File: config.mk
export PLATFORM = sky130hd
export DESIGN_NAME = wildcard_name_filter
export DESIGN_NICKNAME = d
export VERILOG_FILES = /design/src/design/wnf_pkg.sv /design/src/design/wildcard_name_filter.sv /design/src/design/wnf_cell.sv
export SDC_FILE = /design/constraint.sdc
export NUM_CORES = 1
export LEC_CHECK = 0
export ABC_AREA = 1
export BUFFER_PORTS_ARGS = -buffer_cell sky130_fd_sc_hd__buf_2
export CORE_AREA = 2 2 180 182
export CTS_CLUSTER_SIZE = 40
export DETAILED_ROUTE_END_ITERATION = 8
export DIE_AREA = 0 0 182 184
export GPL_TIMING_DRIVEN = 0
export PLACE_DENSITY = 0.83
export SETUP_SLACK_MARGIN = 0.3
export SKIP_CTS_REPAIR_TIMING = 1
export SYNTH_ARGS = -nofsm -noshare
export SYNTH_HDL_FRONTEND = slang
export SYNTH_HIERARCHICAL = 1
export SYNTH_SLANG_ARGS = --single-unit
File: constraint.sdc
create_clock -name clock -period 30.8 [get_ports clock]
set_clock_uncertainty 0.2 [all_clocks]
set_input_delay 1.54 -clock clock [delete_from_list [all_inputs] [get_ports clock]]
set_output_delay 1.54 -clock clock [all_outputs]
set_load 0.005 [all_outputs]
File: src/design/wnf_pkg.sv
// Shared types, character constants and codes for the wildcard name filter.
package wnf_pkg;

   // Fixed register and field widths.
   localparam int PAT_STORE  = 32;
   localparam int WORD_W     = 64;
   localparam int WORDS      = 4;
   localparam int LEN_W      = 6;
   localparam int FILTER_W   = 2;
   localparam int KIND_W     = 2;
   localparam int CHAR_W     = 8;
   localparam int CSR_IDX_W  = 3;

   // Pattern characters with a special meaning, and the case folding range.
   localparam logic [CHAR_W-1:0] CHAR_QUESTION = 8'h3F;
   localparam logic [CHAR_W-1:0] CHAR_STAR     = 8'h2A;
   localparam logic [CHAR_W-1:0] CHAR_NUL      = 8'h00;
   localparam logic [CHAR_W-1:0] CASE_BIT      = 8'h20;
   localparam logic [CHAR_W-1:0] CHAR_LOWER_A  = 8'h61;
   localparam logic [CHAR_W-1:0] CHAR_LOWER_Z  = 8'h7A;

   // Type filter settings.
   localparam logic [FILTER_W-1:0] FILTER_ALL   = 2'd0;
   localparam logic [FILTER_W-1:0] FILTER_FILES = 2'd1;
   localparam logic [FILTER_W-1:0] FILTER_DIRS  = 2'd2;

   // Entry kinds.
   localparam logic [KIND_W-1:0] KIND_FILE = 2'd1;
   localparam logic [KIND_W-1:0] KIND_DIR  = 2'd2;

   // Configuration register indexes.
   localparam logic [CSR_IDX_W-1:0] CSR_PATTERN_0  = 3'd0;
   localparam logic [CSR_IDX_W-1:0] CSR_PATTERN_1  = 3'd1;
   localparam logic [CSR_IDX_W-1:0] CSR_PATTERN_2  = 3'd2;
   localparam logic [CSR_IDX_W-1:0] CSR_PATTERN_3  = 3'd3;
   localparam logic [CSR_IDX_W-1:0] CSR_PATTERN_LEN = 3'd4;
   localparam logic [CSR_IDX_W-1:0] CSR_TYPE_FILTER = 3'd5;

   // Input transaction: one character of an entry name.
   typedef struct packed {
      logic [CHAR_W-1:0] name_char;
      logic              last_char;
      logic [KIND_W-1:0] entry_kind;
   } req_payload_type;

   // Result transaction: one per name.
   typedef struct packed {
      logic name_matched;
      logic accepted;
   } rsp_payload_type;

   // Signals handed from one cell to the next one up the chain.
   typedef struct packed {
      logic in_use;     // this and all lower positions are part of the pattern
      logic adv;        // a literal or '?' match moves onto the next position
      logic prop;       // star closure of the stepped vector reaches the next position
      logic init_prop;  // star closure of the start vector reaches the next position
   } link_type;

   // Per-cycle control shared by all cells.
   typedef struct packed {
      logic fresh;      // the live vector is the start vector of the current pattern
      logic load;       // a non-final character was taken: store the stepped vector
   } cell_ctrl_type;

   // Folds a to z onto A to Z.
   function automatic logic [CHAR_W-1:0] fold_case(input logic [CHAR_W-1:0] c);
      logic [CHAR_W-1:0] r;
      r = c;
      if (c >= CHAR_LOWER_A && c <= CHAR_LOWER_Z) begin
         r = c & ~CASE_BIT;
      end
      return r;
   endfunction

endpackage

File: src/design/wildcard_name_filter.sv
// Top level of the wildcard name filter: registers, cell chain and result stage.
//
// Names arrive on the req_ channel one character per transaction, with
// last_char set on the final character and entry_kind valid with it. The
// pattern lives in the csr_ registers: four words of pattern bytes, the
// pattern length and the entry type filter. A write to a decoded register
// restarts any name in progress; csr_ready is always high.
// A row of one cell per pattern position holds the live positions and
// steps them on each character, so one character is taken every clock
// while req_stall is low. Each final character yields one rsp_ transaction,
// registered, in the cycle after it is taken; other characters yield none.
// A result that waits under rsp_stall holds the output register, and
// req_stall is raised only while that register is full and stalled.
// Synchronous reset loads the default registers (empty pattern, files only)
// and empties the output register; no clearing pass is needed.
module wildcard_name_filter #(
   parameter int MAX_PATTERN = 32
) (
   input  logic                              clock,
   input  logic                              reset,
   input  logic                              req_valid,
   output logic                              req_stall,
   input  wnf_pkg::req_payload_type          req_payload,
   output logic                              rsp_valid,
   input  logic                              rsp_stall,
   output wnf_pkg::rsp_payload_type          rsp_payload,
   input  logic                              csr_valid,
   output logic                              csr_ready,
   input  logic [wnf_pkg::CSR_IDX_W-1:0]     csr_index,
   input  logic [wnf_pkg::WORD_W-1:0]        csr_data
);

   localparam int CELLS = (MAX_PATTERN < wnf_pkg::PAT_STORE) ? MAX_PATTERN
                                                             : wnf_pkg::PAT_STORE;

   logic [wnf_pkg::WORDS-1:0][wnf_pkg::WORD_W-1:0] pattern_ff, pattern_in;
   logic [wnf_pkg::LEN_W-1:0]    length_ff, length_in;
   logic [wnf_pkg::FILTER_W-1:0] filter_ff, filter_in;
   logic                         fresh_ff, fresh_in;
   logic                         rsp_valid_ff, rsp_valid_in;
   wnf_pkg::rsp_payload_type     rsp_payload_ff, rsp_payload_in;

   logic                         req_accept;
   logic                         csr_write;
   logic                         csr_hit;
   logic [wnf_pkg::CHAR_W-1:0]   name_folded;
   wnf_pkg::cell_ctrl_type       ctrl;
   wnf_pkg::link_type            links [CELLS:0];
   logic [CELLS-1:0]             end_hits;
   logic                         matched;
   logic                         type_pass;

   // Handshakes.
   assign csr_ready  = 1'b1;
   assign csr_write  = csr_valid && csr_ready;
   assign req_stall  = rsp_valid_ff && rsp_stall;
   assign req_accept = req_valid && !req_stall;

   // Configuration registers.
   always_comb begin
      pattern_in = pattern_ff;
      length_in  = length_ff;
      filter_in  = filter_ff;
      csr_hit    = 1'b0;
      if (csr_write) begin
         case (csr_index)
            wnf_pkg::CSR_PATTERN_0: begin
               pattern_in[0] = csr_data;
               csr_hit       = 1'b1;
            end
            wnf_pkg::CSR_PATTERN_1: begin
               pattern_in[1] = csr_data;
               csr_hit       = 1'b1;
            end
            wnf_pkg::CSR_PATTERN_2: begin
               pattern_in[2] = csr_data;
               csr_hit       = 1'b1;
            end
            wnf_pkg::CSR_PATTERN_3: begin
               pattern_in[3] = csr_data;
               csr_hit       = 1'b1;
            end
            wnf_pkg::CSR_PATTERN_LEN: begin
               length_in = csr_data[wnf_pkg::LEN_W-1:0];
               csr_hit   = 1'b1;
            end
            wnf_pkg::CSR_TYPE_FILTER: begin
               filter_in = csr_data[wnf_pkg::FILTER_W-1:0];
               csr_hit   = 1'b1;
            end
            default: begin
               csr_hit = 1'b0;
            end
         endcase
      end
   end

   // Cell chain control: a final character or a decoded register write restarts the name.
   assign name_folded = wnf_pkg::fold_case(req_payload.name_char);
   assign fresh_in    = csr_hit || (req_accept && req_payload.last_char) ||
                        (fresh_ff && !req_accept);
   assign ctrl.fresh  = fresh_ff;
   assign ctrl.load   = req_accept && !req_payload.last_char;

   // Seed of the chain: position zero is live at the start.
   always_comb begin
      links[0].in_use    = 1'b1;
      links[0].adv       = 1'b0;
      links[0].prop      = 1'b0;
      links[0].init_prop = 1'b1;
   end

   // One cell per pattern position.
   for (genvar gi = 0; gi < CELLS; gi++) begin : g_cell
      wnf_cell #(
         .INDEX(gi)
      ) u_cell (
         .clock          (clock),
         .pat_char       (pattern_ff[gi / 8][(gi % 8) * 8 +: wnf_pkg::CHAR_W]),
         .pattern_length (length_ff),
         .name_folded    (name_folded),
         .ctrl           (ctrl),
         .link_in        (links[gi]),
         .link_out       (links[gi + 1]),
         .end_hit        (end_hits[gi])
      );
   end

   // The name matched when the position just past the pattern is live.
   assign matched = (|end_hits) ||
                    (links[CELLS].in_use && (links[CELLS].adv || links[CELLS].prop));

   // Entry type filter.
   always_comb begin
      case (filter_ff)
         wnf_pkg::FILTER_ALL:   type_pass = 1'b1;
         wnf_pkg::FILTER_FILES: type_pass = (req_payload.entry_kind == wnf_pkg::KIND_FILE);
         wnf_pkg::FILTER_DIRS:  type_pass = (req_payload.entry_kind == wnf_pkg::KIND_DIR);
         default:               type_pass = 1'b0;
      endcase
   end

   // Result register: loads on a final character, empties when taken.
   always_comb begin
      rsp_valid_in   = rsp_valid_ff && rsp_stall;
      rsp_payload_in = rsp_payload_ff;
      if (req_accept && req_payload.last_char) begin
         rsp_valid_in                = 1'b1;
         rsp_payload_in.name_matched = matched;
         rsp_payload_in.accepted     = matched && type_pass;
      end
   end

   always_ff @(posedge clock) begin
      if (reset) begin
         pattern_ff   <= '0;
         length_ff    <= '0;
         filter_ff    <= wnf_pkg::FILTER_FILES;
         fresh_ff     <= 1'b1;
         rsp_valid_ff <= 1'b0;
      end else begin
         pattern_ff   <= pattern_in;
         length_ff    <= length_in;
         filter_ff    <= filter_in;
         fresh_ff     <= fresh_in;
         rsp_valid_ff <= rsp_valid_in;
      end
      rsp_payload_ff <= rsp_payload_in;
   end

   assign rsp_valid   = rsp_valid_ff;
   assign rsp_payload = rsp_payload_ff;

   // A final character always produces a result in the next cycle.
   a_last_gives_rsp: assert property (@(posedge clock) disable iff (reset)
      req_accept && req_payload.last_char |=> rsp_valid)
      else $error("final character produced no result");

   // A non-final character never creates a result on its own.
   a_no_spurious_rsp: assert property (@(posedge clock) disable iff (reset)
      req_accept && !req_payload.last_char && !rsp_valid |=> !rsp_valid)
      else $error("result appeared without a final character");

   // An accepted entry must have a matching name.
   a_accept_needs_match: assert property (@(posedge clock) disable iff (reset)
      rsp_valid |-> (!rsp_payload.accepted || rsp_payload.name_matched))
      else $error("entry accepted without a name match");

   // After a final character the next name starts from the start vector.
   a_restart_after_last: assert property (@(posedge clock) disable iff (reset)
      req_accept && req_payload.last_char |=> fresh_ff)
      else $error("live vector not restarted after a final character");

   // Input is held back only by a full, stalled result register.
   a_stall_cause: assert property (@(posedge clock) disable iff (reset)
      req_stall |-> rsp_valid_ff)
      else $error("input stalled with an empty result register");

endmodule

File: src/design/wnf_cell.sv
// One pattern position: holds its live bit and steps it on each character.
module wnf_cell #(
   parameter int INDEX = 0
) (
   input  logic                           clock,
   input  logic [wnf_pkg::CHAR_W-1:0]     pat_char,
   input  logic [wnf_pkg::LEN_W-1:0]      pattern_length,
   input  logic [wnf_pkg::CHAR_W-1:0]     name_folded,
   input  wnf_pkg::cell_ctrl_type         ctrl,
   input  wnf_pkg::link_type              link_in,
   output wnf_pkg::link_type              link_out,
   output logic                           end_hit
);

   localparam logic [wnf_pkg::LEN_W:0] INDEX_V = (wnf_pkg::LEN_W + 1)'(INDEX);

   logic active_ff;
   logic active_in;
   logic use_here;
   logic is_star;
   logic is_question;
   logic char_hit;
   logic init_bit;
   logic cur_bit;
   logic next_bit;

   // The position takes part while it lies below the length and before any zero byte.
   assign use_here    = link_in.in_use && ({1'b0, pattern_length} > INDEX_V)
                        && (pat_char != wnf_pkg::CHAR_NUL);
   assign is_star     = (pat_char == wnf_pkg::CHAR_STAR);
   assign is_question = (pat_char == wnf_pkg::CHAR_QUESTION);
   assign char_hit    = is_question || (wnf_pkg::fold_case(pat_char) == name_folded);

   // Start value of this position, and the live value seen by this character.
   assign init_bit = link_in.init_prop;
   assign cur_bit  = ctrl.fresh ? init_bit : active_ff;

   // A star keeps its own position; closure from below is added in.
   assign next_bit = link_in.adv || link_in.prop || (cur_bit && is_star && use_here);

   // Hand the step and both closures on to the next position.
   always_comb begin
      link_out.in_use    = use_here;
      link_out.adv       = cur_bit && use_here && !is_star && char_hit;
      link_out.prop      = next_bit && is_star && use_here;
      link_out.init_prop = init_bit && is_star && use_here;
   end

   // The first unused position is the end of the pattern.
   assign end_hit = link_in.in_use && !use_here && next_bit;

   // Live bit storage.
   assign active_in = ctrl.load ? next_bit : active_ff;

   always_ff @(posedge clock) begin
      active_ff <= active_in;
   end

endmodule

==> run_summary.xml, run 1 <==
<?xml version="1.0" encoding="UTF-8"?>
<metrics>
  <group name="detailed_routing">
    <metric name="vias_per_cell" unit="">5.79</metric>
    <metric name="dr_vias" unit="">22000</metric>
    <metric name="drc" unit="">0</metric>
    <metric name="ant_nets" unit="">0</metric>
    <metric name="detailedRoute.firstIterationViolations" unit="">2274</metric>
    <metric name="drt-pass1-iter-count" unit="">6</metric>
    <metric name="wl_per_cell" unit="um">18.0</metric>
    <metric name="drt_wl_total" unit="um">68300</metric>
  </group>
  <group name="worst_hold_path">
    <metric name="min-delay-path-class" unit="">register to register</metric>
    <metric name="whs_path_depth" unit="">2</metric>
  </group>
  <group name="sta">
    <metric name="timing.final.crit_share" unit="%">59.8</metric>
    <metric name="setup_repair_after_global_routing_missed_its_margin" unit="">false</metric>
    <metric name="fmax" unit="MHz">54.3</metric>
    <metric name="setup_violations" unit="">0</metric>
    <metric name="timing_max_transition_violations_final" unit="">30</metric>
    <metric name="timing_worst_slew_pin_value" unit="ps">1520</metric>
    <metric name="finalHoldViolCount" unit="">0</metric>
    <metric name="timing.final.crit_period" unit="ps">18410</metric>
    <metric name="finalSetupTns" unit="ps">0</metric>
    <metric name="timing.max_slew.rel_slack" unit="%">-1.29</metric>
  </group>
  <group name="power">
    <metric name="power_switching" unit="W">0.000281</metric>
    <metric name="switching_share" unit="%">28.1</metric>
    <metric name="share_comb_of_total_power" unit="%">13.2</metric>
    <metric name="seqPwrFrac" unit="%">43.2</metric>
    <metric name="p_int" unit="W">0.000720</metric>
    <metric name="clkPwrFrac" unit="%">43.6</metric>
    <metric name="power_density" unit="nW/um2">42.5</metric>
    <metric name="cellLeakagePower" unit="nW">10.5</metric>
    <metric name="power.ir.vdd_worst" unit="mV">0.0591</metric>
    <metric name="total_power" unit="W">0.00100</metric>
  </group>
  <group name="cells_and_area">
    <metric name="seqCellArea" unit="um2">6350</metric>
    <metric name="final_net_count" unit="">3457</metric>
    <metric name="syn2layout_area_growth" unit="%">10.7</metric>
    <metric name="drive_above_1_share" unit="%">15.8</metric>
    <metric name="nFillCells" unit="">2603</metric>
    <metric name="multi_input_area" unit="um2">12900</metric>
    <metric name="insertedDiodeCount" unit="">0</metric>
    <metric name="layout.core_utilization" unit="%">75.1</metric>
  </group>
  <group name="cts">
    <metric name="cts_made_buffers" unit="">36</metric>
    <metric name="tritoncts" unit="">yes</metric>
    <metric name="sinks_on_clock_net" unit="">300</metric>
    <metric name="clock_tree.root_cell" unit="">clkbuf_16</metric>
    <metric name="clk_transition_reported_paths" unit="ps">60</metric>
    <metric name="ctsLongestPathBuffers" unit="">3</metric>
    <metric name="worst_skew_pair.late_latency" unit="ps">540</metric>
    <metric name="htreeDepth" unit="">2</metric>
  </group>
  <group name="die">
    <metric name="overall_die_height" unit="um">184</metric>
    <metric name="ios" unit="">88</metric>
    <metric name="core_region_area" unit="um2">31400</metric>
    <metric name="initial_utilization" unit="%">67.8</metric>
    <metric name="die-width" unit="um">182</metric>
    <metric name="num_rows" unit="">65</metric>
    <metric name="fp.dieArea" unit="um2">33500</metric>
  </group>
  <group name="critical_path">
    <metric name="cp.arrival" unit="ps">18490</metric>
    <metric name="cp-start-kind" unit="">primary input</metric>
    <metric name="worst_setup_path_end_kind" unit="">register</metric>
    <metric name="slowest_stage" unit="">nor2_4</metric>
    <metric name="largest_incremental_delay_on_the_critical_path" unit="ps">770</metric>
    <metric name="timing.reg2reg.setup_slack" unit="ps">13610</metric>
    <metric name="setup.worst_path.class" unit="">primary input to register</metric>
    <metric name="required" unit="ps">30880</metric>
    <metric name="ff2ff_path_depth" unit="">126</metric>
    <metric name="cp_max_fo" unit="">34</metric>
  </group>
  <group name="placed_design">
    <metric name="port_buffers" unit="">86</metric>
    <metric name="gp_congestion" unit="">0.945</metric>
    <metric name="post-dp-hpwl" unit="um">45600</metric>
  </group>
  <group name="grt">
    <metric name="grt_pass1_wl" unit="um">107000</metric>
    <metric name="overflow" unit="">0</metric>
    <metric name="grt_pass1_vias" unit="">20800</metric>
    <metric name="grt_use_total" unit="%">40.6</metric>
    <metric name="largest_net_degree_at_the_start_of_global_routing" unit="">47</metric>
    <metric name="grt_antenna_before_repair" unit="">0</metric>
  </group>
  <group name="yosys">
    <metric name="synth.yosys.warnings" unit="">6</metric>
    <metric name="postSynthCellCount" unit="">3238</metric>
    <metric name="post_synth_instance_area" unit="um2">21300</metric>
    <metric name="post_synth.cell_area_avg" unit="um2">6.57</metric>
  </group>
  <group name="status">
    <metric name="failed_checks" unit="">capacitance limit, slew limit</metric>
    <metric name="status" unit="">finished with violations</metric>
  </group>
  <group name="run">
    <metric name="max-cap-violations" unit="">1</metric>
  </group>
</metrics>
## layout by cell type (no fill, tap or decap), types with 5 or more instances in the layout
cell	count
buf_6	15
clkinv_1	16
or2_4	8
nor2_4	15
buf_2	107
nor3_1	32
o21ai_0	230
or2_2	5
nor3_4	12
o211ai_1	11
buf_4	39
o21ai_1	53
nand2_2	53
nor2_2	60
a21oi_2	27
edfxtp_1	34
buf_12	5
nand3_1	211
clkbuf_1	40
clkbuf_16	39
conb_1	6
inv_1	283
clkbuf_8	7
inv_2	39
xnor2_1	96
nand3_2	40
nor2_1	885
nand3b_1	26
clkinv_2	7
xor2_1	128
o21a_1	13
nand2_1	418
nand4_1	27
dfxtp_1	262
nor3_2	19
buf_8	6
a21o_1	5
nor3b_2	5
a21oi_1	60
## worst max-delay path: cells and delay by family
| family | cells | cell delay (ps) |
|---|---|---|
| simple gates | 70 | 10560 |
| compound gates | 22 | 3640 |
| buf+inv | 35 | 2700 |
## per-stage QoR
stage                     hold slack, ps  worst slack, ps  cell area [um2]  cells
after floorplan                      319            15410            21300   3242
after global placement               343             8940            22200   3730
after detailed placement             344            12370            22400   3735
after CTS                            363            12850            23600   3798
after global routing                 394            11160            23600   3798
final                                373            12390            23600   3798
## power groups by stage
stage / Combinational [W] / Clock, W / Sequential, W
after floorplan: 0.0000839 / 0 / 0.000433
after global placement: 0.000124 / 0 / 0.000439
after detailed placement: 0.000128 / 0 / 0.000439
after CTS: 0.000130 / 0.000437 / 0.000431
after global routing: 0.000144 / 0.000452 / 0.000433
final: 0.000132 / 0.000436 / 0.000432
## area by class of cell
cell class,count,area share [%]
plain buffers,114,3.26
repair buffers,91,2.30
clock inverters,10,0.451
inverters,339,5.41
well taps,402,2.13
clock buffers,53,4.66
multi-input cells,2489,54.8
flip-flops and latches,300,26.9
## worst paths after layout
kind,start,endpoint
setup / recovery,req_payload[3],rsp_payload[0]
hold / removal,pattern_ff[197],pattern_ff[197]
hold reg to reg,pattern_ff[197],pattern_ff[197]
setup reg to reg,length_ff[2],rsp_payload[0]
## metal layers
layer | share of wire, % | GRT usage (%) | vias to the layer above
li1 | - | - | 10500
met1 | 39 | 50.0 | 9997
met2 | 45 | 67.2 | 1192
met3 | 10 | 7.49 | 267
met4 | 5.9 | 23.0 | 0
met5 | 0 | 0 | -
## registers in the layout (all words and copies together), names as in the netlist
| name | count |
|---|---|
| g_cell.u_cell/active_ff | 32 |
| filter_ff | 2 |
| rsp_valid | 1 |
| fresh_ff | 1 |
| length_ff | 6 |
| rsp_payload | 2 |
| pattern_ff | 256 |
Note: power is estimated with default switching activity, not from simulation.
==> run 2, diff against run 1 <==
--- a/config.mk
+++ b/config.mk
@@ -5,14 +5,14 @@
 export SDC_FILE = /design/constraint.sdc
 export NUM_CORES = 1
 export LEC_CHECK = 0
-export ABC_AREA = 1
+export ABC_AREA = 0
 export BUFFER_PORTS_ARGS = -buffer_cell sky130_fd_sc_hd__buf_2
 export CORE_AREA = 2 2 180 182
 export CTS_CLUSTER_SIZE = 40
 export DETAILED_ROUTE_END_ITERATION = 8
 export DIE_AREA = 0 0 182 184
 export GPL_TIMING_DRIVEN = 0
-export PLACE_DENSITY = 0.83
+export PLACE_DENSITY = 0.78
 export SETUP_SLACK_MARGIN = 0.3
 export SKIP_CTS_REPAIR_TIMING = 1
 export SYNTH_ARGS = -nofsm -noshare
==> constraint.sdc (replaced) <==
create_clock -name clock -period 17.5 [get_ports clock]
set_clock_uncertainty 0.2 [all_clocks]
set_input_delay 0.875 -clock clock [delete_from_list [all_inputs] [get_ports clock]]
set_output_delay 0.875 -clock clock [all_outputs]
set_load 0.005 [all_outputs]
==> run_summary.xml, run 2 <==
<?xml version="1.0" encoding="UTF-8"?>
<metrics>
  <group name="die">
    <metric name="initial_utilization" unit="%">62.6</metric>
    <metric name="ios" unit="">88</metric>
    <metric name="num_rows" unit="">65</metric>
    <metric name="core_region_area" unit="um2">31400</metric>
    <metric name="die-width" unit="um">182</metric>
    <metric name="overall_die_height" unit="um">184</metric>
    <metric name="fp.dieArea" unit="um2">33500</metric>
  </group>
  <group name="cts">
    <metric name="sinks_on_clock_net" unit="">300</metric>
    <metric name="clk_transition_reported_paths" unit="ps">60</metric>
    <metric name="tritoncts" unit="">yes</metric>
    <metric name="ctsLongestPathBuffers" unit="">3</metric>
    <metric name="clock_tree.root_cell" unit="">clkbuf_16</metric>
    <metric name="cts_made_buffers" unit="">36</metric>
    <metric name="htreeDepth" unit="">2</metric>
    <metric name="worst_skew_pair.late_latency" unit="ps">520</metric>
  </group>
  <group name="cells_and_area">
    <metric name="layout.core_utilization" unit="%">70.3</metric>
    <metric name="final_cell_mix" unit="">nand2_1 (563), a21oi_1 (335), dfxtp_1 (259)</metric>
    <metric name="syn2layout_area_growth" unit="%">12.3</metric>
    <metric name="final_net_count" unit="">2768</metric>
    <metric name="largestRegisters" unit="">pattern_ff (256), g_cell.u_cell/active_ff (32), length_ff (6)</metric>
    <metric name="drive_above_1_share" unit="%">14.7</metric>
    <metric name="layout_commonest_cell" unit="">nand2_1</metric>
    <metric name="finalNonFillerCells" unit="">3112</metric>
    <metric name="largest_register_ffs" unit="">256</metric>
    <metric name="register_ranked_first_by_flip_flop_count" unit="">pattern_ff</metric>
  </group>
  <group name="critical_path">
    <metric name="slowest_stage" unit="">buf_2</metric>
    <metric name="crit_top_cell" unit="">nor2_1</metric>
    <metric name="worst_setup_path_end_kind" unit="">register</metric>
    <metric name="cp-start-kind" unit="">primary input</metric>
    <metric name="timing.reg2reg.setup_slack" unit="ps">1120</metric>
    <metric name="path_delay_family" unit="">simple AND/OR/NAND/NOR gates</metric>
    <metric name="cp.arrival" unit="ps">16760</metric>
    <metric name="critPathBufInv" unit="">3</metric>
    <metric name="cp_max_fo" unit="">44</metric>
    <metric name="ff2ff_path_depth" unit="">104</metric>
    <metric name="setup.worst_path.class" unit="">primary input to register</metric>
    <metric name="regToRegStartpoint" unit="">length_ff[4]</metric>
    <metric name="worstReg2RegEnd" unit="">rsp_payload[0]</metric>
    <metric name="required" unit="ps">17530</metric>
    <metric name="largest_incremental_delay_on_the_critical_path" unit="ps">1120</metric>
  </group>
  <group name="grt">
    <metric name="grt_pass1_vias" unit="">18900</metric>
    <metric name="grt_use_total" unit="%">39.2</metric>
    <metric name="overflow" unit="">0</metric>
    <metric name="grt_antenna_before_repair" unit="">0</metric>
    <metric name="grt_pass1_wl" unit="um">103000</metric>
    <metric name="largest_net_degree_at_the_start_of_global_routing" unit="">45</metric>
  </group>
  <group name="worst_hold_path">
    <metric name="min_delay_worst_endpoint" unit="">pattern_ff[199]</metric>
    <metric name="min-delay-path-class" unit="">register to register</metric>
    <metric name="whs_path_depth" unit="">2</metric>
    <metric name="hp-start" unit="">pattern_ff[199]</metric>
  </group>
  <group name="sta">
    <metric name="timing_max_transition_violations_final" unit="">70</metric>
    <metric name="finalHoldViolCount" unit="">0</metric>
    <metric name="timing.final.crit_period" unit="ps">16730</metric>
    <metric name="setup_violations" unit="">0</metric>
    <metric name="setup_repair_after_global_routing_missed_its_margin" unit="">false</metric>
    <metric name="timing.final.crit_share" unit="%">95.6</metric>
    <metric name="timing.max_slew.rel_slack" unit="%">-4.55</metric>
    <metric name="fmax" unit="MHz">59.8</metric>
    <metric name="finalSetupTns" unit="ps">0</metric>
    <metric name="timing_worst_slew_pin_value" unit="ps">1570</metric>
  </group>
  <group name="yosys">
    <metric name="post_synth.cell_area_avg" unit="um2">7.73</metric>
    <metric name="postSynthCellCount" unit="">2544</metric>
    <metric name="post_synth_instance_area" unit="um2">19700</metric>
    <metric name="synth.yosys.warnings" unit="">6</metric>
  </group>
  <group name="placed_design">
    <metric name="count_of_placed_standard_cells_including_taps" unit="">3038</metric>
    <metric name="gp_congestion" unit="">0.930</metric>
    <metric name="port_buffers" unit="">83</metric>
    <metric name="post-dp-hpwl" unit="um">44700</metric>
  </group>
  <group name="power">
    <metric name="power.ir.vdd_worst" unit="mV">0.0870</metric>
    <metric name="cellLeakagePower" unit="nW">8.13</metric>
    <metric name="power_density" unit="nW/um2">76.9</metric>
    <metric name="total_power" unit="W">0.00170</metric>
  </group>
  <group name="detailed_routing">
    <metric name="drt_wl_total" unit="um">67700</metric>
    <metric name="detailedRoute.firstIterationViolations" unit="">2335</metric>
    <metric name="dr_vias" unit="">20300</metric>
    <metric name="vias_per_cell" unit="">6.53</metric>
    <metric name="drt-pass1-iter-count" unit="">6</metric>
    <metric name="wl_per_cell" unit="um">21.7</metric>
    <metric name="drc" unit="">0</metric>
    <metric name="ant_nets" unit="">0</metric>
  </group>
  <group name="status">
    <metric name="failed_checks" unit="">capacitance limit, slew limit</metric>
    <metric name="status" unit="">finished with violations</metric>
  </group>
  <group name="run">
    <metric name="max-cap-violations" unit="">2</metric>
  </group>
</metrics>
==> run 2: stage by stage <==
stage | area, um2 | hold WS [ps] | worst slack (ps)
6_report | 22100 | 303 | 769
3_5_place_dp | 20700 | 296 | -307
2_1_floorplan | 19700 | 270 | 4070
3_3_place_gp | 20600 | 279 | -926
5_1_grt | 22100 | 329 | 327
4_1_cts | 21900 | 304 | -440
==> run 2: final cells by class <==
| type | instances | area (um2) |
|---|---|---|
| flip-flops and latches | 300 | 6370 |
| well taps | 402 | 503 |
| diodes | 3 | 7.51 |
| fillers | 2548 | 9310 |
| plain buffers | 119 | 644 |
| clock buffers | 56 | 1100 |
| clock inverters | 7 | 88.8 |
| repair buffers | 95 | 632 |
| inverters | 83 | 312 |
| multi-input cells | 2047 | 12400 |
==> run 2: how the worst max path moves through the flow <==
stage,from,endpoint,slack (ps),cells after the start
after global placement,req_payload[4],rsp_payload[0],-930,74
final,req_payload[5],rsp_payload[0],770,76
after detailed placement,length_ff[4],rsp_payload[0],-310,108
after floorplan,length_ff[5],rsp_payload[0],4070,108
after CTS,length_ff[4],rsp_payload[0],-440,108
after global routing,length_ff[4],rsp_payload[0],330,108
==> run 2: per-layer routing <==
metal	global-route usage [%]	up-vias	share of wire [%]
met5	0	-	0
met2	62.0	1226	44
met4	21.9	0	6.0
met3	6.99	269	12
met1	50.8	9573	39
li1	-	9265	-
==> run 2: tightest hold or removal path: cells and delay by family, from the launching register on <==
| kind | cells | cell delay (ps) |
|---|---|---|
| compound gates | 1 | 60 |
| flops | 1 | 330 |
| simple gates | 1 | 60 |
==> run 2: report_power, final <==
| part | switching (W) | internal [W] | leakage (nW) |
|---|---|---|---|
| registers | 0.0000252 | 0.000711 | 2.46 |
| clock network | 0.000302 | 0.000461 | 0.586 |
| logic | 0.000126 | 0.0000735 | 5.08 |
